## src/sv/grc_pkg.sv

```systemverilog
// ----------------------------------------------------------------------------
// grc_pkg: shared types and constants of the grid column ray caster
// Item formats, register indexes, status codes, colors and datapath widths.
// ----------------------------------------------------------------------------
package grc_pkg;

  localparam int MAX_MAP_SIDE_DEF    = 64;
  localparam int MAX_SCREEN_SIDE_DEF = 1024;

  // Divider widths: the largest dividend is 2^28, the largest divisor a
  // side distance. A side distance grows by at most 2^40 per grid step and
  // stays below 2^50 for the largest map side.
  localparam int DIV_N   = 29;
  localparam int DIV_D   = 50;
  localparam int DELTA_W = 41;
  localparam int SD_W    = 50;

  localparam logic [DELTA_W-1:0] DELTA_INF = DELTA_W'(1) << 40;
  localparam logic [31:0] COLOR_LIGHT = 32'hFF3CAA28;
  localparam logic [31:0] COLOR_DARK  = 32'hFF1E8C14;
  localparam logic [23:0] PERP_MAX    = 24'hFFFFFF;

  localparam logic OP_WRITE = 1'b0;
  localparam logic OP_CAST  = 1'b1;

  localparam logic [1:0] ST_HIT     = 2'd0;
  localparam logic [1:0] ST_LEFT    = 2'd1;
  localparam logic [1:0] ST_OUTSIDE = 2'd2;

  localparam logic [2:0] REG_MAP_W    = 3'd0;
  localparam logic [2:0] REG_MAP_H    = 3'd1;
  localparam logic [2:0] REG_SCR_W    = 3'd2;
  localparam logic [2:0] REG_SCR_H    = 3'd3;
  localparam logic [2:0] REG_PLAYER   = 3'd4;
  localparam logic [2:0] REG_VIEW_DIR = 3'd5;
  localparam logic [2:0] REG_PLANE    = 3'd6;

  typedef struct packed {
    logic        opcode;
    logic [11:0] cell_index;
    logic [7:0]  cell_value;
    logic [9:0]  column;
  } grc_in_t;

  typedef struct packed {
    logic [9:0]  column_out;
    logic [1:0]  status;
    logic        wall_side;
    logic [23:0] perp_distance;
    logic [9:0]  span_top;
    logic [9:0]  span_bottom;
    logic [31:0] color;
  } grc_out_t;

endpackage

```

## src/sv/grc_div.sv

```systemverilog
// ----------------------------------------------------------------------------
// grc_div: shared restoring divider
// Unsigned quotient, one bit per cycle; done pulses for one cycle at the end.
// ----------------------------------------------------------------------------
module grc_div #(
  parameter int N = grc_pkg::DIV_N,
  parameter int D = grc_pkg::DIV_D
) (
  input  logic         clk,
  input  logic         rst_n,
  input  logic         start,
  input  logic [N-1:0] dividend,
  input  logic [D-1:0] divisor,
  output logic         done,
  output logic [N-1:0] quotient
);
  localparam int CW = $clog2(N);

  logic         busy_r, done_r;
  logic [CW-1:0] cnt_r;
  logic [N-1:0] quo_r;
  logic [D-1:0] rem_r, div_r, rem_nxt;
  logic [D:0]   trial;
  logic         qbit;

  always_comb begin
    trial = {rem_r, quo_r[N-1]};
    qbit  = trial >= {1'b0, div_r};
    if (qbit) begin
      rem_nxt = D'(trial - {1'b0, div_r});
    end else begin
      rem_nxt = trial[D-1:0];
    end
  end

  always_ff @(posedge clk) begin
    if (!rst_n) begin
      busy_r <= 1'b0;
      done_r <= 1'b0;
      cnt_r  <= '0;
    end else begin
      done_r <= 1'b0;
      if (start) begin
        busy_r <= 1'b1;
        cnt_r  <= '0;
      end else if (busy_r) begin
        cnt_r <= cnt_r + 1'b1;
        if (cnt_r == CW'(N - 1)) begin
          busy_r <= 1'b0;
          done_r <= 1'b1;
        end
      end
    end
  end

  always_ff @(posedge clk) begin
    if (start) begin
      quo_r <= dividend;
      rem_r <= '0;
      div_r <= divisor;
    end else if (busy_r) begin
      rem_r <= rem_nxt;
      quo_r <= {quo_r[N-2:0], qbit};
    end
  end

  assign done     = done_r;
  assign quotient = quo_r;

endmodule

```

## config.mk

```make
export PLATFORM = sky130hd
export DESIGN_NAME = grc_div
export DESIGN_NICKNAME = d
export VERILOG_FILES = /design/src/sv/grc_pkg.sv /design/src/sv/grc_div.sv
export SDC_FILE = /design/constraint.sdc
export NUM_CORES = 1
export LEC_CHECK = 0
export CAP_MARGIN = 20
export CORE_AREA = 2 2 117 119
export CTS_CLUSTER_SIZE = 10
export DETAILED_ROUTE_END_ITERATION = 8
export DIE_AREA = 0 0 119 121
export DONT_BUFFER_PORTS = 1
export HOLD_SLACK_MARGIN = 0.1
export PLACE_DENSITY = 0.77
export SYNTH_ARGS = -nofsm -noshare
export SYNTH_HDL_FRONTEND = slang
export SYNTH_SLANG_ARGS = --single-unit
```

## constraint.sdc

```tcl
create_clock -name clk -period 4.7 [get_ports clk]
set_input_delay 0 -clock clk [delete_from_list [all_inputs] [get_ports clk]]
set_output_delay 0 -clock clk [all_outputs]
set_load 0.02 [all_outputs]
```

-- After elaboration in Yosys (flattened, before gate mapping)
Index checks and enable logic that the tools add are counted.
- add/sub/neg operators: 2
- $mul: 0
- eq/ne operators: 1
- shift-type cells: 0
- divide/modulo/power cells: 0
- muxes and demuxes: 7
- bitwise operators: 2
- reductions and logical operators: 3
- order comparisons: 1
- operators by type and width (cell ; number):
    $mux 29 ; 2
    $ge 51x50->1 ; 1
    $mux 50 ; 1
    $sub 50x50->50 ; 1
    $add 5x1->5 const B ; 1
    $eq 5x5->1 const B ; 1
    $mux 1 ; 4
    $reduce_or 3->1 ; 1
    $not 1->1 ; 2
    $reduce_bool 2->1 ; 1
    $reduce_or 2->1 ; 1
- memory bits (read-only): 0
- bits in registers: 136
- word-level logic and storage cells: 22
- RAM bits: 0
- output and inout port bits: 30
- bits in latches: 0
- input bits: 82
- memories: 0

-- Longest topological paths before layout
- depth after elaboration: 4
- gate-level depth with buffers: 15

-- Worst setup path before layout
No wires, ideal clock.
- path type: flip-flop to flip-flop
- start point: register quo_r[28], in the netlist quotient[28]
- end point: register rem_r[46]
- cell stages (with the launch flop): 15
- slack: 1.329 ns
- required time: 4.609 ns
- clock period less this slack: 3.371 ns
- arrival time: 3.280 ns
- cells stage by stage: edfxtp_1 -> inv_1 -> ha_1 -> inv_1 -> fa_1 -> a211oi_2 -> o21bai_1 -> a211oi_2 -> a31oi_2 -> o32ai_4 -> o31ai_4 -> a21oi_1 -> o2111ai_1 -> a31o_1 -> a311oi_1
- longest elaborated chain between the ends: 2
- elaborated cells between the ends (all ways): 3
- those cells by class: add/sub (1); order compare (1); mux (1)
- ends and longest elaborated chain (what ; RTL line ; source):
    from (decl) ; grc_div.sv:21 ; logic [N-1:0] quo_r;
    from (signal assigned) ; grc_div.sv:58 ; quo_r <= dividend;
    from (signal assigned) ; grc_div.sv:63 ; quo_r <= {quo_r[N-2:0], qbit};
    $sub 50x50->50 or $ge 51x50->1 (tied branches) ; grc_div.sv:30, grc_div.sv:28 ;
    $mux 50 (*) ; grc_div.sv:29 ; if (qbit) begin
    to (signal assigned) ; grc_div.sv:62 ; rem_r <= rem_nxt;
    to (decl) ; grc_div.sv:22 ; logic [D-1:0] rem_r, div_r, rem_nxt;
Every way passes the cells marked *; elsewhere a longest branch is shown, timed or not.
A chain may end at the register's enable or synchronous reset.

-- Worst setup path in the final report
Same ends and word-level chain as after synthesis.

==> results.txt <==
The run finished with clean final reports. The final period utilization is 82.6%. The fraction of post-synthesis cell area in the top cell type by area came out at 28.4%. The largest buffer count on any clock path came out at 2.

The total clock buffers created by CTS is 17. In this run the vertical extent of the chip is 121 um. The largest single stage delay on the critical path is 0.52 ns. The H-tree was split into 4 levels.

Global routing consumed, over all layers together, 28.4% of the routing resources. The share of synthesized area occupied by flip-flops and latches came out at 42.0%. The worst setup path is launched from a flip-flop. The total vias in the final route is 6824.

Of the total power, the share spent switching nets is 30.9%. The flip-flop and latch count after synthesis came out at 136. The clock transition time at the flip-flop clock pins of the worst setup and hold paths is 0.07 ns. The relative contribution of the clock network to total power is 37.9%. The number of cells upsized or downsized after cts came out at 0. The number of nets in the synthesized netlist is 1016.

In this run the worst path has a maximum fanout of 5. In the post-synthesis netlist, the biggest area contributors are sky130_fd_sc_hd__edfxtp_1, sky130_fd_sc_hd__dfxtp_1, sky130_fd_sc_hd__ha_1, sky130_fd_sc_hd__a21oi_1, sky130_fd_sc_hd__nor2_1. The setup slack at placement is 0.929 ns. The internal power of the cells totals 2.75 mW. The post-placement cell area came out at 0.00841 sq mm. The total power after layout came out at 3.98 mW.

Synthesis produced a netlist whose cell count is 881. The root buffer cell chosen for the clock tree is sky130_fd_sc_hd__clkbuf_16. The DRC violations left is 0. The worst clock skew is 0.0142 ns. The initial antenna violation count is 0. Relative to the synthesized area, the layout overhead comes to 18.5%.

The largest net degree at the start of global routing came out at 133. In this design, the largest share of critical-path delay is due to compound AO/OA/AOI/OAI gates. The congestion estimate from routability-driven global placement came to 0.922. The width of the die is 119 um. The row count came out at 42. The required time reported for the critical path endpoint came out at 5.04 ns. The sink count of the clock tree came out at 136.

The count of flip-flops with a built-in enable after synthesis is 79. After detailed routing, the average wire length per cell comes to 17.5 um. The post-route netlist has 9.31% of its cells at a drive strength greater than 1. The fraction of registers with async set/reset is 0%. The final-report max-slew violation count is 0. The highest ir drop seen on vdd came out at 0.364 mV.

The worst setup path is captured at a flip-flop. The startpoint identified for the worst register-to-register timing path is quotient[28]$_DFFE_PP_. The count of buffers added on input and output ports is 0. The worst path buffer plus inverter count is 2. The yosys synthesis warning count is 0.

Of all cell types, the one taking the most synthesized area is sky130_fd_sc_hd__edfxtp_1. The worst min-delay path category is primary input to flip-flop. The total of endpoints with negative setup slack in the final report came out at 0. The distinct cell type count after synthesis came out at 72. The share of total power dissipated in combinational logic is 24.6%. The startpoint identified for the worst hold timing path is divisor[0].

The number of diodes added for antenna fixing came out at 0. The analysis attributes to cell leakage a power of 4.02 nW. The TritonCTS clock tree is built. The iteration-0 DRC count of the detailed router is 547. The average via count per standard cell came out at 6.03. For the final routed database, the setup TNS stands at 0 ns. The count of nets left with antenna violations once routing finished came out at 0. The floorplan die area is 0.0144 sq mm. The critical path is of the flip-flop to flip-flop type. The floorplan core area is 0.0131 sq mm. The signal on the critical path passes through inv_1, ha_1, inv_1, fa_1, a211oi_2, o21bai_1, a211oi_2, a31oi_2, o32ai_4, o31ai_4, a21oi_1, o2111ai_1, a31o_1, a311oi_1. For this run, the detailed router's first-pass iteration total came to 5. At the end of the flow, the number of nets in the layout was 1078. The wire length of the first global-routing pass is 32.5 mm. Global routing finished with a remaining overflow of 0. At the pin with the least slew margin, the transition time is 0.879 ns. The final-report hold violation count came to 0. The via count of the first global-routing pass came out at 6796. In this run the worst setup path begins at quotient[28]$_DFFE_PP_.

The most instantiated flip-flop cell in the synthesis netlist is sky130_fd_sc_hd__edfxtp_1. The cell with the most instances after synthesis is sky130_fd_sc_hd__nor2_1. The sequential power share came out at 37.5%. For this design the top-level I/O count stands at 112. The initial cell density of the core came out at 63.9%.

The core utilization of the finished layout came out at 75.7%. The routed design has 19.8 mm of wire. Setup repair after global routing left no endpoint under its margin. The clock network latency to the later pin of the worst-skew pair came out at 0.44 ns. The synthesized area is 0.00836 sq mm. In this run the power spent charging and discharging nets is 1.23 mW. The upper clock frequency limit came out at 258 MHz. The clock period minus worst slack came out at 3.88 ns. Once routing completed, OpenROAD measured the worst setup slack at 0.818 ns.

At the worst endpoint, the arrival time is 4.22 ns. Summing all non-filler instances in the final layout gives an area of 0.00991 sq mm. The library cell contributing the largest single delay on the critical path is sky130_fd_sc_hd__edfxtp_1. By count the netlist is led by sky130_fd_sc_hd__nor2_1, sky130_fd_sc_hd__a21oi_1, sky130_fd_sc_hd__edfxtp_1. Max-cap violations in this run came to 0. The average instance area after synthesis is 9.49 sq um. Detailed placement ended at an HPWL of 12.6 mm. The worst pin sits at a relative slew slack of 41.4%. The power density over the cells is 402 mW/mm^2.
==> worst paths after layout <==
path	endpoint	slack (ns)	cells past startpoint
setup / recovery	rem_r[46]$_SDFFE_PP0P_	0.82	14
hold / removal	div_r[0]$_DFFE_PP_	0.19	1
setup reg to reg	rem_r[46]$_SDFFE_PP0P_	0.82	14
hold reg to reg	rem_r[31]$_SDFFE_PP0P_	0.51	2
==> stage by stage <==
stage	instances	hold WS (ns)
finish	1132	0.189
global placement	1018	0.0877
detailed placement	1018	0.0874
CTS	1132	0.177
floorplan	881	0.0989
global route	1132	0.184
==> what timing repair did <==
action / in CTS / in global routing
hold buffers: 82 / 0
endpoints found under the hold margin: 186 / 0
setup buffers: 0 / 0
==> metal layers <==
metal  global-route usage, %  share of wire, %  up-vias
met5                       0                 0        -
met4                    9.97               2.1        0
met3                    6.30               4.7       43
met2                    49.7                50      238
met1                    34.5                43     3212
li1                        -                 -     3331
==> layout by cell type (no fill, tap or decap), types with 6 or more instances in the layout <==
| cell | count |
|---|---|
| sky130_fd_sc_hd__a211oi_1 | 49 |
| sky130_fd_sc_hd__a21boi_0 | 6 |
| sky130_fd_sc_hd__a21o_1 | 19 |
| sky130_fd_sc_hd__a21oi_1 | 83 |
| sky130_fd_sc_hd__a31oi_1 | 9 |
| sky130_fd_sc_hd__and3_1 | 10 |
| sky130_fd_sc_hd__clkbuf_16 | 17 |
| sky130_fd_sc_hd__dfxtp_1 | 56 |
| sky130_fd_sc_hd__dlygate4sd3_1 | 81 |
| sky130_fd_sc_hd__edfxtp_1 | 79 |
| sky130_fd_sc_hd__ha_1 | 52 |
| sky130_fd_sc_hd__inv_1 | 70 |
| sky130_fd_sc_hd__mux2_2 | 32 |
| sky130_fd_sc_hd__mux2i_1 | 16 |
| sky130_fd_sc_hd__nand2_1 | 50 |
| sky130_fd_sc_hd__nand3_1 | 16 |
| sky130_fd_sc_hd__nand4_1 | 14 |
| sky130_fd_sc_hd__nor2_1 | 102 |
| sky130_fd_sc_hd__nor2b_1 | 6 |
| sky130_fd_sc_hd__nor3_1 | 11 |
| sky130_fd_sc_hd__o21ai_0 | 26 |
| sky130_fd_sc_hd__o21bai_1 | 8 |
| sky130_fd_sc_hd__xnor2_1 | 27 |
| sky130_fd_sc_hd__xor2_1 | 20 |
==> power groups by stage <==
| stage | Sequential [mW] | Combinational, mW | Clock (mW) |
|---|---|---|---|
| 2_1_floorplan | 1.48 | 0.751 | 0 |
| 3_3_place_gp | 1.51 | 0.852 | 0 |
| 3_5_place_dp | 1.51 | 0.875 | 0 |
| 4_1_cts | 1.49 | 0.959 | 1.52 |
| 5_1_grt | 1.50 | 1.08 | 1.57 |
| 6_report | 1.49 | 0.980 | 1.51 |
==> state kept, by name, indices dropped and copies added, names as in the netlist <==
register  count
busy_r        1
div_r        50
done          1
quotient     29
cnt_r         5
rem_r        50
==> worst reg2reg max path: stages (launching register included) <==
cell                        delay (ns)
sky130_fd_sc_hd__edfxtp_1         0.52
sky130_fd_sc_hd__inv_1            0.13
sky130_fd_sc_hd__ha_1             0.18
sky130_fd_sc_hd__inv_1            0.06
sky130_fd_sc_hd__fa_1             0.42
sky130_fd_sc_hd__a211oi_2         0.28
sky130_fd_sc_hd__o21bai_1         0.14
sky130_fd_sc_hd__a211oi_2         0.46
sky130_fd_sc_hd__a31oi_2          0.21
sky130_fd_sc_hd__o32ai_4          0.42
sky130_fd_sc_hd__o31ai_4          0.11
sky130_fd_sc_hd__a21oi_1          0.24
sky130_fd_sc_hd__o2111ai_1        0.13
sky130_fd_sc_hd__a31o_1           0.21
sky130_fd_sc_hd__a311oi_1         0.27
==> layout make-up <==
cell class	count	area [sq um]
multi-input cells	633	4390
repair buffers	84	853
clock buffers	17	425
fillers	861	3180
well taps	176	220
inverters	71	267
clock inverters	15	240
flip-flops and latches	136	3510
==> cells by family after synthesis <==
logic type                 synth area share, %
AOI/OAI and AO/OA                         19.9
DFF                                       42.0
xor gates and xnor gates                  4.92
buffers and inverters                     5.48
and+or+nand+nor                           13.4
adders and majority gates                 8.02
muxes                                     6.23
(Power assumes the default switching activity.)
